$ cat config.mk
export PLATFORM = sky130hd
export DESIGN_NAME = sm3_hash_engine_core
export DESIGN_NICKNAME = d
export VERILOG_FILES = /design/src/design/sm3_pkg.sv /design/src/design/sm3_hash_engine_core.sv /design/src/design/sm3_front.sv /design/src/design/sm3_back.sv
export VERILOG_INCLUDE_DIRS = /design/src /design/src/design
export SDC_FILE = /design/constraint.sdc
export NUM_CORES = 2
export LEC_CHECK = 0
export BUFFER_PORTS_ARGS = -buffer_cell sky130_fd_sc_hd__buf_4
export CORE_ASPECT_RATIO = 0.8
export CORE_UTILIZATION = 50
export CTS_CLUSTER_DIAMETER = 100
export CTS_CLUSTER_SIZE = 20
export DETAILED_ROUTE_END_ITERATION = 16
export PLACE_DENSITY = 0.75
export SLEW_MARGIN = 30
export SYNTH_ARGS = -nofsm -noshare
export SYNTH_HDL_FRONTEND = slang
export SYNTH_SLANG_ARGS = --single-unit
$ cat constraint.sdc
create_clock -name clk -period 10.9 [get_ports clk]
set_input_delay 0.545 -clock clk [delete_from_list [all_inputs] [get_ports clk]]
set_output_delay 0.545 -clock clk [all_outputs]
set_load 0.01 [all_outputs]
$ cat src/design/assert_macros.svh
// ----------------------------------------------------------------------------
// Assertion macros
// Shared concurrent assertion wrappers, empty in synthesis.
// ----------------------------------------------------------------------------
`ifndef ASSERT_MACROS_SVH
`define ASSERT_MACROS_SVH
`ifndef SYNTHESIS
`define ASSERT_IMPL(label, clk, rst_n, prop) \
	label: assert property (@(posedge clk) disable iff (!rst_n) prop) \
		else $error("assertion failed");
`define ASSERT_NEVER(label, clk, rst_n, cond) \
	label: assert property (@(posedge clk) disable iff (!rst_n) !(cond)) \
		else $error("forbidden condition");
`else
`define ASSERT_IMPL(label, clk, rst_n, prop)
`define ASSERT_NEVER(label, clk, rst_n, cond)
`endif
`endif

$ cat src/design/sm3_pkg.sv
// ----------------------------------------------------------------------------
// SM3 package
// Constants, types and round functions shared by the SM3 engine modules.
// ----------------------------------------------------------------------------
package sm3_pkg;
	localparam logic [31:0] T_LOW  = 32'h79cc4519;
	localparam logic [31:0] T_HIGH = 32'h7a879d8a;
	localparam logic [7:0]  PAD_BYTE = 8'h80;
	localparam logic [255:0] IV = {32'h7380166f, 32'h4914b2b9, 32'h172442d7, 32'hda8a0600,
		32'ha96f30bc, 32'h163138aa, 32'he38dee4d, 32'hb0fb0e4e};

	// kind of a queued word for the back end
	typedef enum logic [1:0] {
		WK_DATA = 2'd0,  // message word, no padding
		WK_FINAL = 2'd1  // already padded final word, then pad and finish
	} word_kind_t;

	typedef struct packed {
		logic [31:0] word;
		word_kind_t  kind;
		logic [2:0]  nbytes; // clipped to 0..4
		logic        full4;  // final word had four bytes: pad word follows
	} fq_entry_t;

	typedef enum logic [2:0] {
		BS_LOAD  = 3'd0,
		BS_ROUND = 3'd1,
		BS_FOLD  = 3'd2,
		BS_EMIT  = 3'd3
	} back_state_t;

	function automatic logic [31:0] rotl(input logic [31:0] x, input logic [4:0] r);
		logic [63:0] d;
		d = {x, x} << r;
		return d[63:32];
	endfunction

	function automatic logic [31:0] perm0(input logic [31:0] x);
		return x ^ rotl(x, 5'd9) ^ rotl(x, 5'd17);
	endfunction

	function automatic logic [31:0] perm1(input logic [31:0] x);
		return x ^ rotl(x, 5'd15) ^ rotl(x, 5'd23);
	endfunction
endpackage

$ cat src/design/sm3_hash_engine_core.sv
// ----------------------------------------------------------------------------
// SM3 hash engine core
// Streaming SM3 (256-bit) hasher with a word queue ahead of the round unit.
// ----------------------------------------------------------------------------
// Usage:
//   s_* channel: one beat per 32-bit big-endian message word. tlast marks the
//   final beat, tuser gives its valid byte count (0..4, larger reads as 4,
//   left-aligned); other beats always carry four bytes.
//   m_* channel: after the final beat, eight digest beats, word_index in tuser,
//   tlast on the eighth.
// Flow: each 16-word block is loaded word by word as the queue supplies it,
//   then runs 64 rounds (one round per cycle in the shared round unit) and a
//   fold. Padding finishes in the block that holds the final word or adds
//   one more such block, then eight emit beats follow.
// A four-entry queue lets the sender run ahead while rounds execute.
// Reset: loads the SM3 initial value and clears the bit count and queue.
// Stall: digest beats hold while m_tready is low; input backs up via s_tready.
// ----------------------------------------------------------------------------
module sm3_hash_engine_core import sm3_pkg::*; (
	input  logic        clk,
	input  logic        arst_n,
	input  logic        s_tvalid,
	output logic        s_tready,
	input  logic [31:0] s_tdata,  // msg_word
	input  logic [2:0]  s_tuser,  // byte_count
	input  logic        s_tlast,  // last_item
	output logic        m_tvalid,
	input  logic        m_tready,
	output logic [31:0] m_tdata,  // digest_word
	output logic [2:0]  m_tuser,  // word_index
	output logic        m_tlast   // last_word
);
	logic q_valid, q_pop;
	fq_entry_t q_head;

	sm3_front u_front (
		.clk, .arst_n, .s_tvalid, .s_tready, .s_tdata, .s_tuser, .s_tlast,
		.q_valid, .q_pop, .q_head
	);

	sm3_back u_back (
		.clk, .arst_n, .q_valid, .q_pop, .q_head,
		.m_tvalid, .m_tready, .m_tdata, .m_tuser, .m_tlast
	);
endmodule

$ cat src/design/sm3_front.sv
// ----------------------------------------------------------------------------
// SM3 front end
// Accepts message beats, masks and pads a final word of fewer than four bytes, feeds a short queue.
// ----------------------------------------------------------------------------
`include "assert_macros.svh"

module sm3_front import sm3_pkg::*; (
	input  logic        clk,
	input  logic        arst_n,
	input  logic        s_tvalid,
	output logic        s_tready,
	input  logic [31:0] s_tdata,  // msg_word
	input  logic [2:0]  s_tuser,  // byte_count
	input  logic        s_tlast,  // last_item
	output logic        q_valid,
	input  logic        q_pop,
	output fq_entry_t   q_head
);
	localparam int DEPTH = 4;
	fq_entry_t mem_q [DEPTH];
	logic [1:0] wr_q, rd_q;
	logic [2:0] cnt_q;
	fq_entry_t ent;
	logic [2:0] nb;
	logic [31:0] keep;
	logic push;

	always_comb begin
		nb = (s_tuser > 3'd4) ? 3'd4 : s_tuser;
		unique case (nb)
			3'd0: keep = 32'h0;
			3'd1: keep = 32'hff000000;
			3'd2: keep = 32'hffff0000;
			3'd3: keep = 32'hffffff00;
			default: keep = 32'hffffffff;
		endcase
		ent.nbytes = nb;
		ent.full4 = (nb == 3'd4);
		if (s_tlast) begin
			ent.kind = WK_FINAL;
			ent.word = (nb == 3'd4) ? s_tdata
				: ((s_tdata & keep) | ({24'h0, PAD_BYTE} << (5'd24 - {nb[1:0], 3'b000})));
		end else begin
			ent.kind = WK_DATA;
			ent.word = s_tdata;
		end
	end

	assign s_tready = (cnt_q != 3'(DEPTH));
	assign push = s_tvalid && s_tready;
	assign q_valid = (cnt_q != 3'd0);
	assign q_head = mem_q[rd_q];

	always_ff @(posedge clk) begin
		if (push) mem_q[wr_q] <= ent;
	end

	always_ff @(posedge clk or negedge arst_n) begin
		if (!arst_n) begin
			wr_q <= '0;
			rd_q <= '0;
			cnt_q <= '0;
		end else begin
			if (push) wr_q <= wr_q + 2'd1;
			if (q_pop) rd_q <= rd_q + 2'd1;
			cnt_q <= cnt_q + {2'b0, push} - {2'b0, q_pop};
		end
	end

	`ASSERT_NEVER(a_no_pop_empty, clk, arst_n, q_pop && !q_valid)
	`ASSERT_IMPL(a_cnt_bound, clk, arst_n, cnt_q <= 3'(DEPTH))
	`ASSERT_IMPL(a_cnt_track, clk, arst_n,
		(push && !q_pop) |=> (cnt_q == $past(cnt_q) + 3'd1))
endmodule

$ cat src/design/sm3_back.sv
// ----------------------------------------------------------------------------
// SM3 back end
// Fills the block buffer, pads, runs the 64 rounds one per cycle, emits the digest.
// ----------------------------------------------------------------------------
`include "assert_macros.svh"

module sm3_back import sm3_pkg::*; (
	input  logic        clk,
	input  logic        arst_n,
	input  logic        q_valid,
	output logic        q_pop,
	input  fq_entry_t   q_head,
	output logic        m_tvalid,
	input  logic        m_tready,
	output logic [31:0] m_tdata,  // digest_word
	output logic [2:0]  m_tuser,  // word_index
	output logic        m_tlast   // last_word
);
	back_state_t st_q, st_d;
	logic [31:0] w_q [16];       // sliding message expansion window
	logic [3:0]  fill_q;
	logic [255:0] cv_q, v_q;
	logic [63:0] bits_q;
	logic [5:0]  rnd_q;
	logic        fin_q;          // padding in progress
	logic        padw_q;         // 0x80 word still to push
	logic        cnt_done_q;     // low length word pushed
	logic        lenlo_q;        // high length word pushed, low one next
	logic [2:0]  oidx_q;

	logic        load_en;
	logic [31:0] load_word;
	logic        wnew_en;
	logic [31:0] wnext;
	logic [31:0] a, b, c, d, e, f, g, h, a12, ss1, ss2, ff, gg, tt1, tt2, tj;

	// choose the word loaded this cycle; the length goes into slots 14 and 15
	always_comb begin
		load_en = 1'b0;
		load_word = '0;
		q_pop = 1'b0;
		if (st_q == BS_LOAD) begin
			if (fin_q) begin
				load_en = 1'b1;
				if (padw_q) load_word = {PAD_BYTE, 24'h0};
				else if (fill_q == 4'd14) load_word = bits_q[63:32];
				else if (lenlo_q) load_word = bits_q[31:0];
				else load_word = '0;
			end else if (q_valid) begin
				load_en = 1'b1;
				q_pop = 1'b1;
				load_word = q_head.word;
			end
		end
	end

	always_comb begin
		st_d = st_q;
		unique case (st_q)
			BS_LOAD: if (load_en && fill_q == 4'd15) st_d = BS_ROUND;
			BS_ROUND: if (rnd_q == 6'd63) st_d = BS_FOLD;
			BS_FOLD: st_d = (fin_q && cnt_done_q) ? BS_EMIT : BS_LOAD;
			BS_EMIT: if (m_tready && oidx_q == 3'd7) st_d = BS_LOAD;
			default: st_d = BS_LOAD;
		endcase
	end

	always_comb begin
		{a, b, c, d, e, f, g, h} = v_q;
		tj = (rnd_q < 6'd16) ? T_LOW : T_HIGH;
		a12 = rotl(a, 5'd12);
		ss1 = rotl(a12 + e + rotl(tj, rnd_q[4:0]), 5'd7);
		ss2 = ss1 ^ a12;
		if (rnd_q < 6'd16) begin
			ff = a ^ b ^ c;
			gg = e ^ f ^ g;
		end else begin
			ff = (a & b) | (a & c) | (b & c);
			gg = (e & f) | (~e & g);
		end
		tt1 = ff + d + ss2 + (w_q[0] ^ w_q[4]);
		tt2 = gg + h + ss1 + w_q[0];
		wnext = perm1(w_q[0] ^ w_q[7] ^ rotl(w_q[13], 5'd15)) ^ rotl(w_q[3], 5'd7) ^ w_q[10];
		wnew_en = (st_q == BS_ROUND);
	end

	always_ff @(posedge clk) begin
		if (load_en) w_q[fill_q] <= load_word;
		else if (wnew_en) begin
			for (int i = 0; i < 15; i++) w_q[i] <= w_q[i + 1];
			w_q[15] <= wnext;
		end
	end

	always_ff @(posedge clk or negedge arst_n) begin
		if (!arst_n) begin
			st_q <= BS_LOAD;
			fill_q <= '0;
			cv_q <= IV;
			v_q <= IV;
			bits_q <= '0;
			rnd_q <= '0;
			fin_q <= 1'b0;
			padw_q <= 1'b0;
			cnt_done_q <= 1'b0;
			lenlo_q <= 1'b0;
			oidx_q <= '0;
		end else begin
			st_q <= st_d;
			if (load_en) begin
				fill_q <= fill_q + 4'd1;
				if (fill_q == 4'd15) begin
					v_q <= cv_q;
					rnd_q <= '0;
				end
				if (fin_q) begin
					if (padw_q) padw_q <= 1'b0;
					else if (fill_q == 4'd14) lenlo_q <= 1'b1;
					else if (lenlo_q) begin
						lenlo_q <= 1'b0;
						cnt_done_q <= 1'b1;
					end
				end else if (q_head.kind == WK_FINAL) begin
					bits_q <= bits_q + {58'h0, q_head.nbytes, 3'b000};
					fin_q <= 1'b1;
					padw_q <= q_head.full4;
				end else begin
					bits_q <= bits_q + 64'd32;
				end
			end
			if (st_q == BS_ROUND) begin
				v_q <= {tt1, a, rotl(b, 5'd9), c, perm0(tt2), e, rotl(f, 5'd19), g};
				rnd_q <= rnd_q + 6'd1;
			end
			if (st_q == BS_FOLD) cv_q <= cv_q ^ v_q;
			if (st_q == BS_EMIT && m_tready) begin
				oidx_q <= oidx_q + 3'd1;
				if (oidx_q == 3'd7) begin
					cv_q <= IV;
					bits_q <= '0;
					fin_q <= 1'b0;
					cnt_done_q <= 1'b0;
				end
			end
		end
	end

	assign m_tvalid = (st_q == BS_EMIT);
	assign m_tdata = cv_q[255 - 32 * oidx_q -: 32];
	assign m_tuser = oidx_q;
	assign m_tlast = (oidx_q == 3'd7);

	`ASSERT_IMPL(a_round_len, clk, arst_n, (st_q == BS_ROUND) |-> (fill_q == 4'd0))
	`ASSERT_NEVER(a_pop_outside_load, clk, arst_n, q_pop && st_q != BS_LOAD)
	`ASSERT_IMPL(a_emit_hold, clk, arst_n,
		(m_tvalid && !m_tready) |=> (m_tvalid && $stable(oidx_q)))
endmodule
---- Word level (Yosys, flattened, before mapping) ----
Memory sizes are Yosys's and may differ from the RTL's.
Index checks and enable logic that the tools add are counted.
Widths: inputs -> output; s select.
word-level totals
  bits in registers ....................... 603
  bits in writable memories ............... 664
  input bits .............................. 40
  output and inout bits ................... 38
  word-level logic and storage cells ...... 161
  memories ................................ 2
operators by class
  add/subtract/negate cells ............... 19
  order comparisons ....................... 2
  equal/unequal tests ..................... 16
  shift operators ......................... 3
  muxes and demuxes ....................... 62
  bitwise operators ....................... 27
  reduce and logical (&&, ||, !) cells .... 16
memories
  name           words  bits a word  read ports  clocked after Yosys merged registers in  wr ports  line             RTL
  u_back.w_q     16     32           16          0                                        16        sm3_back.sv:20   logic [31:0] w_q [16];
  u_front.mem_q  4      38           1           0                                        1         sm3_front.sv:20  fq_entry_t mem_q [DEPTH];
operators by type and width
  kind                   number
  $mux 256               6
  $xor 32x32->32         14
  $mux 32                10
  $mux 64                5
  $shiftx 287x33->32     1
  $add 32x32->32         8
  $xor 256x256->256      1
  $and 32x32->32         6
  $or 32x32->32          4
  $pmux 32 s4            1
  $add 64x6->64          1
  $add 64x6->64 const B  1
  $shl 64x5->64          1
  $mux 34                1
  $not 32->32            1
  $reduce_or 32->1       1
  $shl 8x5->32 const A   1
  $mux 1                 28
  $mux 26                1
  $mux 6                 3
  $eq 3x2->1 const B     4
  $mux 3                 4
  $pmux 3 s4             1
  $sub 8x8->9 const A    1
  other kinds (26)       40

---- Depth between registers and ports, before layout ----
  word-level depth ........................ 10
  depth in mapped cells ................... 42
  gate-level depth less buffers ........... 37

---- Hierarchy ----
From an unflattened synthesis, not the netlist that was laid out.
unflattened totals
  cells, all modules ...................... 6439
  area, all modules ....................... 69618.0 µm²
by module, submodules not included
  module     times used  cells an instance  area an instance (µm²)  sequential area each (µm²)
  sm3_back   1           6160               63513.4                 30486.7
  sm3_front  1           279                6104.6                  4619.4

---- Worst setup path after synthesis ----
OpenSTA, ideal clock, no wires.
  kind .................................... register to register
  start point ............................. register u_back.rnd_q[4]
  end point ............................... register u_back.v_q[102]
  setup time .............................. 0.077 ns
  data arrival time ....................... 9.400 ns
  data required time ...................... 10.823 ns
  path slack .............................. 1.423 ns
  stages on the path, launching flop included .. 39
  path buffers ............................ 5
  period minus slack after synthesis ...... 9.477 ns
  path through ............................ dfrtp_1 > clkbuf_1 > nor2_1 > inv_1 > buf_2 > buf_1 > clkbuf_1 > clkbuf_1 > ha_1 > mux2_2 > o21a_1 > mux2i_1 > mux2_2 > fa_1 > ha_1 > fa_1 > a21oi_1 > o21ai_0 > (+3 left out) > a21o_1 > a21o_1 > a221oi_2 > xnor2_1 > fa_1 > inv_1 > fa_1 > inv_1 > ha_1 > o21a_1 > o31a_1 > o221a_4 > a31oi_1 > o31ai_1 > o41ai_1 > xnor2_1 > xnor3_1 > a21oi_1
on the way
  word-level cells in the longest chain between the ends .. 9
  elaborated cells on any way between the ends .. 11
  classes of those cells .................. add/sub: 4; order compare: 1; shift: 1; mux: 3; bitwise: 2
ends and longest elaborated chain
  item                           line                            RTL
  from (decl)                    sm3_back.sv:24                  logic [5:0] rnd_q;
  from (signal assigned)         sm3_back.sv:133                 rnd_q <= rnd_q + 6'd1;
  $lt 6x5->1                     sm3_back.sv:70, sm3_back.sv:74
  $mux 26                        sm3_back.sv:70                  tj = (rnd_q < 6'd16) ? T_LOW : T_HIGH;
  $shl 64x5->64                  sm3_pkg.sv:34                   d = {x, x} << r;
  $add 32x32->32                 sm3_back.sv:72                  ss1 = rotl(a12 + e + rotl(tj, rnd_q[4:0]), 5'd7);
  $add 32x32->32 * (2 in a row)  sm3_back.sv:82                  tt2 = gg + h + ss1 + w_q[0];
  $xor 32x32->32                 sm3_pkg.sv:39                   return x ^ rotl(x, 5'd9) ^ rotl(x, 5'd17);
  $xor 32x32->32 *               sm3_pkg.sv:39
  $mux 256 *                     sm3_back.sv:131                 if (st_q == BS_ROUND) begin
  to (signal assigned)           sm3_back.sv:113                 v_q <= cv_q;
  to (signal assigned)           sm3_back.sv:132                 v_q <= {tt1, a, rotl(b, 5'd9), c, perm0(tt2), e, rotl(f, 5'd19), g};
  to (decl)                      sm3_back.sv:22                  logic [255:0] cv_q, v_q;
Mark *: on every way between the ends. The rest lies on a longest branch, timed or not.
A chain may end at the register's enable or synchronous reset.

---- Final worst setup path ----
  start point ............................. register u_back.rnd_q[5]
  end point ............................... register u_back.v_q[97]
on the way
  word-level cells in the longest chain between the ends .. 9
  elaborated cells on any way between the ends .. 11
  classes of those cells .................. add/sub: 4; order compare: 1; shift: 1; mux: 3; bitwise: 2
ends and longest elaborated chain
  item                           line
  $lt 6x5->1 *                   sm3_back.sv:70, sm3_back.sv:74
  $mux 26                        sm3_back.sv:70
  $shl 64x5->64                  sm3_pkg.sv:34
  $add 32x32->32                 sm3_back.sv:72
  $add 32x32->32 * (2 in a row)  sm3_back.sv:82
  $xor 32x32->32                 sm3_pkg.sv:39
  $xor 32x32->32 *               sm3_pkg.sv:39
  $mux 256 *                     sm3_back.sv:131
Marked as above.

==> run_results.csv <==
group,metric,value,unit
grt,gr-max-usage-layer,"met1",
synth,synthSimpleGateAreaFrac,0.104,
grt,grt_max_degree,221,
worst_hold_path,hold_depth,2,
synth,yosysUniqueCellTypes,93,
layout,area_growth_syn_to_layout,7.22,%
timing,skew,0.0862,ns
grt,use_met3,0.102,
route,num_vias,51600,
route,routed_wl,228000,µm
cts,postCtsSetupBuffers,0,
timing,final.setup.tns,0,ns
synth,yosys_warnings,0,
route,first_pass_iters,6,
synth,synthArstFlopShare,0.476,
worst_hold_path,hp-start,"s_tdata[31]",
critical_path,worstPathArrival,10.26,ns
synth,synth_flop_cell,"edfxtp_1",
synth,synthAdderAreaFrac,0.0749,
cts,clk_pin_slew,0.09,ns
floorplan,ios,78,
timing,rsz0062_at_grt,"no",
synth,synth_top_family_by_area,"compound AO/OA/AOI/OAI gates",
job,drv_cap,0,
layout,drive_above_1_share,0.120,
timing,finalHoldViolations,0,
grt,met1_usage,0.487,
timing,slew_violations,0,
synth,synthMuxAreaShare,0.0513,
synth,yosysSeqAreaShare,0.502,
critical_path,crit_path_start_kind,"flop",
timing,final-setup-viol-count,0,
synth,synth_compound_area_frac,0.151,
cts,cts_buffers,76,
layout,n_fill_cell,11900,
synth,synthXorXnorAreaFrac,0.0781,
floorplan,die_w,420,µm
floorplan,row_count,122,
place,portBuffers,77,
route,wl_per_cell,27.7,µm
layout,nNetsFinal,6647,
place,place_hpwl,162000,µm
critical_path,worstReg2RegStart,"u_back.rnd_q[5]",
timing,worst_slew_pin_slew,1.08,ns
critical_path,worstReg2RegEnd,"u_back.v_q[97]",
grt,grt_overflow,0,
critical_path,crit_type,"flop to flop",
worst_hold_path,min_path_type,"input pin to flop",
critical_path,cp.required,11.45,ns
cts,cts.sinks,1259,
route,postRouteAntennaNets,0,
floorplan,die_area,0.141,mm²
cts,cts_tree,"yes",
timing,min_period,9.71,ns
floorplan,dieHeight,337,µm
route,drt_iter0_drc,7228,
critical_path,path_max_fanout,41,
timing,fmax,0.103,GHz
cts,clock_latency,0.79,ns
grt,grt_antenna_before_repair,8,
route,drc,0,
timing,slew_headroom,0.273,
grt,grt_pass1_vias,47900,
synth,synth.avg_cell_area,10.9,µm²
synth,ys_seq_elements,1259,
floorplan,core_area,0.139,mm²
cts,clockRootBuffer,"clkbuf_16",
place,routabilityCongestion,1.03,
grt,met2_usage,0.434,
critical_path,crit_path_end_kind,"flop",
cts,htree_num_levels,3,
synth,synth_edf_count,660,
route,vias_per_cell,6.27,
critical_path,ff2ff_path_depth,33,
synth,syn_inst,6438,
critical_path,crit_slowest_cell,"or4b_1",
cts,clockBufferDepth,3,
timing,period_share,0.891,
critical_path,reg2reg_slack,1.19,ns
grt,grt_usage,0.321,
floorplan,start_util,0.505,
synth,synth_nets,6782,
grt,grt_pass1_wl,331000,µm
outcome,outcome,"completed",
worst_hold_path,hold_end,"u_front.mem_q[1][37]",
synth,synth_area,0.0700,mm²
critical_path,critPathMaxStageDelay,0.67,ns
## layout make-up
| class | instances | area (µm²) | area share |
|---|---|---|---|
| clock buffer | 122 | 2070 | 0.0277 |
| clock inverter | 14 | 287 | 0.00382 |
| sequential | 1259 | 35100 | 0.468 |
| antenna | 2 | 5.00 | 0.0000667 |
| inverter | 320 | 1200 | 0.0161 |
| multi-input combinational | 4460 | 32500 | 0.433 |
| timing repair buffer | 186 | 1550 | 0.0206 |
| tap | 1860 | 2330 | 0.0310 |
## repair_timing
action	4_1_cts	5_1_grt
resized for setup	0	0
hold buffers	3	0
hold endpoints to repair	60	0
## per-stage QoR
| stage | setup slack [ns] | hold WS [ns] | utilization | cells | instance area, µm² |
|---|---|---|---|---|---|
| 4_1_cts | 1.32 | 0.0621 | 0.541 | 8218 | 74900 |
| 2_1_floorplan | 1.42 | 0.249 | - | 6438 | 70000 |
| 3_5_place_dp | 1.39 | 0.493 | 0.523 | 8079 | 72500 |
| 3_3_place_gp | 1.46 | 0.481 | 0.523 | 8079 | 72400 |
| 6_report | 1.19 | 0.0992 | 0.541 | 8223 | 75000 |
| 5_1_grt | 0.668 | 0.0868 | 0.541 | 8221 | 75000 |
## metal layers
metal	vias up	wire (µm)
li1	22200	-
met1	26200	97600
met2	2783	92500
met3	323	29800
met4	14	7800
met5	-	163
## synth_stat cells (21+ instances only)
cell | number | area share
edfxtp_1 | 660 | 0.28
inv_1 | 315 | 0.017
nand2_1 | 765 | 0.041
nand4_1 | 23 | 0.0021
mux2i_1 | 72 | 0.010
o21ai_1 | 31 | 0.0022
nor3_1 | 31 | 0.0022
and3_1 | 182 | 0.016
and2_1 | 21 | 0.0019
o21ai_0 | 312 | 0.022
a21oi_1 | 314 | 0.022
nor2b_1 | 32 | 0.0029
or3_1 | 24 | 0.0021
mux2_2 | 51 | 0.0082
nand3_1 | 49 | 0.0035
clkbuf_1 | 352 | 0.019
xnor2_1 | 347 | 0.043
o22ai_1 | 37 | 0.0033
xor2_1 | 260 | 0.033
buf_1 | 27 | 0.0014
a31oi_1 | 231 | 0.021
ha_1 | 114 | 0.020
fa_1 | 190 | 0.054
dfstp_2 | 238 | 0.089
mux4_2 | 102 | 0.033
nor2_1 | 507 | 0.027
dfrtp_1 | 361 | 0.13
a21o_1 | 561 | 0.060
## how the worst max path moves through the flow
| stage | startpoint | endpoint | cells past startpoint |
|---|---|---|---|
| 4_1_cts | u_back.rnd_q[5] | u_back.v_q[97] | 33 |
| 3_5_place_dp | u_back.rnd_q[5] | u_back.v_q[109] | 33 |
| 5_1_grt | u_back.rnd_q[5] | u_back.v_q[97] | 33 |
| 2_1_floorplan | u_back.rnd_q[4] | u_back.v_q[102] | 38 |
| 3_3_place_gp | u_back.rnd_q[5] | u_back.v_q[109] | 33 |
| 6_report | u_back.rnd_q[5] | u_back.v_q[97] | 33 |
## sequential cells by signal, summed over array words and instances, names as in the netlist
register and cells:
u_back.st_q 2, u_back.cnt_done_q 1, u_back.fin_q 1, u_front.wr_q 2, u_back.fill_q 4, u_back.v_q 256
u_back.padw_q 1, u_front.mem_q 148, u_front.rd_q 2, u_back.w_q 512, u_back.rnd_q 6, u_back.m_tuser 3
u_back.cv_q 256, u_back.lenlo_q 1, u_back.bits_q 61, u_front.cnt_q 3
## kinds of logic (layout without fill, tap and decap cells)
kind of cell,after synthesis,count (layout)
compound gates,1633,1633
xor+xnor,614,614
fa+ha+maj,305,305
buf+inv,719,642
flops,1259,1259
mux,225,225
other cells,0,2
simple gates,1683,1683
## placed cells by master (no fill, tap or decap), types with 8 or more instances in the layout
cell type,instances
or3_1,24
o22ai_1,37
a21oi_1,314
a31o_2,17
mux2_2,51
inv_1,314
dfstp_2,238
a211oi_1,10
nor2_1,505
a21o_1,561
buf_4,168
xor2_1,257
nand3_1,48
o211ai_1,8
and3_1,177
clkbuf_16,76
xnor2_1,339
ha_1,114
fa_1,190
o21a_1,14
nor2b_1,30
nand2_1,764
o21ai_1,27
o21ai_0,298
nor3_1,31
a31oi_1,231
xnor2_2,8
mux4_2,102
a211o_1,8
o31ai_1,9
edfxtp_1,660
nand4_1,23
and2_1,21
o21ai_4,14
dfrtp_1,356
nand2b_1,14
clkbuf_1,46
mux2i_1,72
## worst max-delay path: cells and delay by family, from the launching register on
family,cells,cell delay (ns)
AO/OA/AOI/OAI,15,3.90
adder cells (fa/ha/maj),7,2.95
AND/OR/NAND/NOR,3,0.96
XOR/XNOR,3,0.59
flip-flops,1,0.43
multiplexers,2,0.43
buffers and inverters,3,0.28
Power is left out: the tool's default activity adds up to more than one toggle a clock period on the data nets, which glitch-free logic cannot reach.
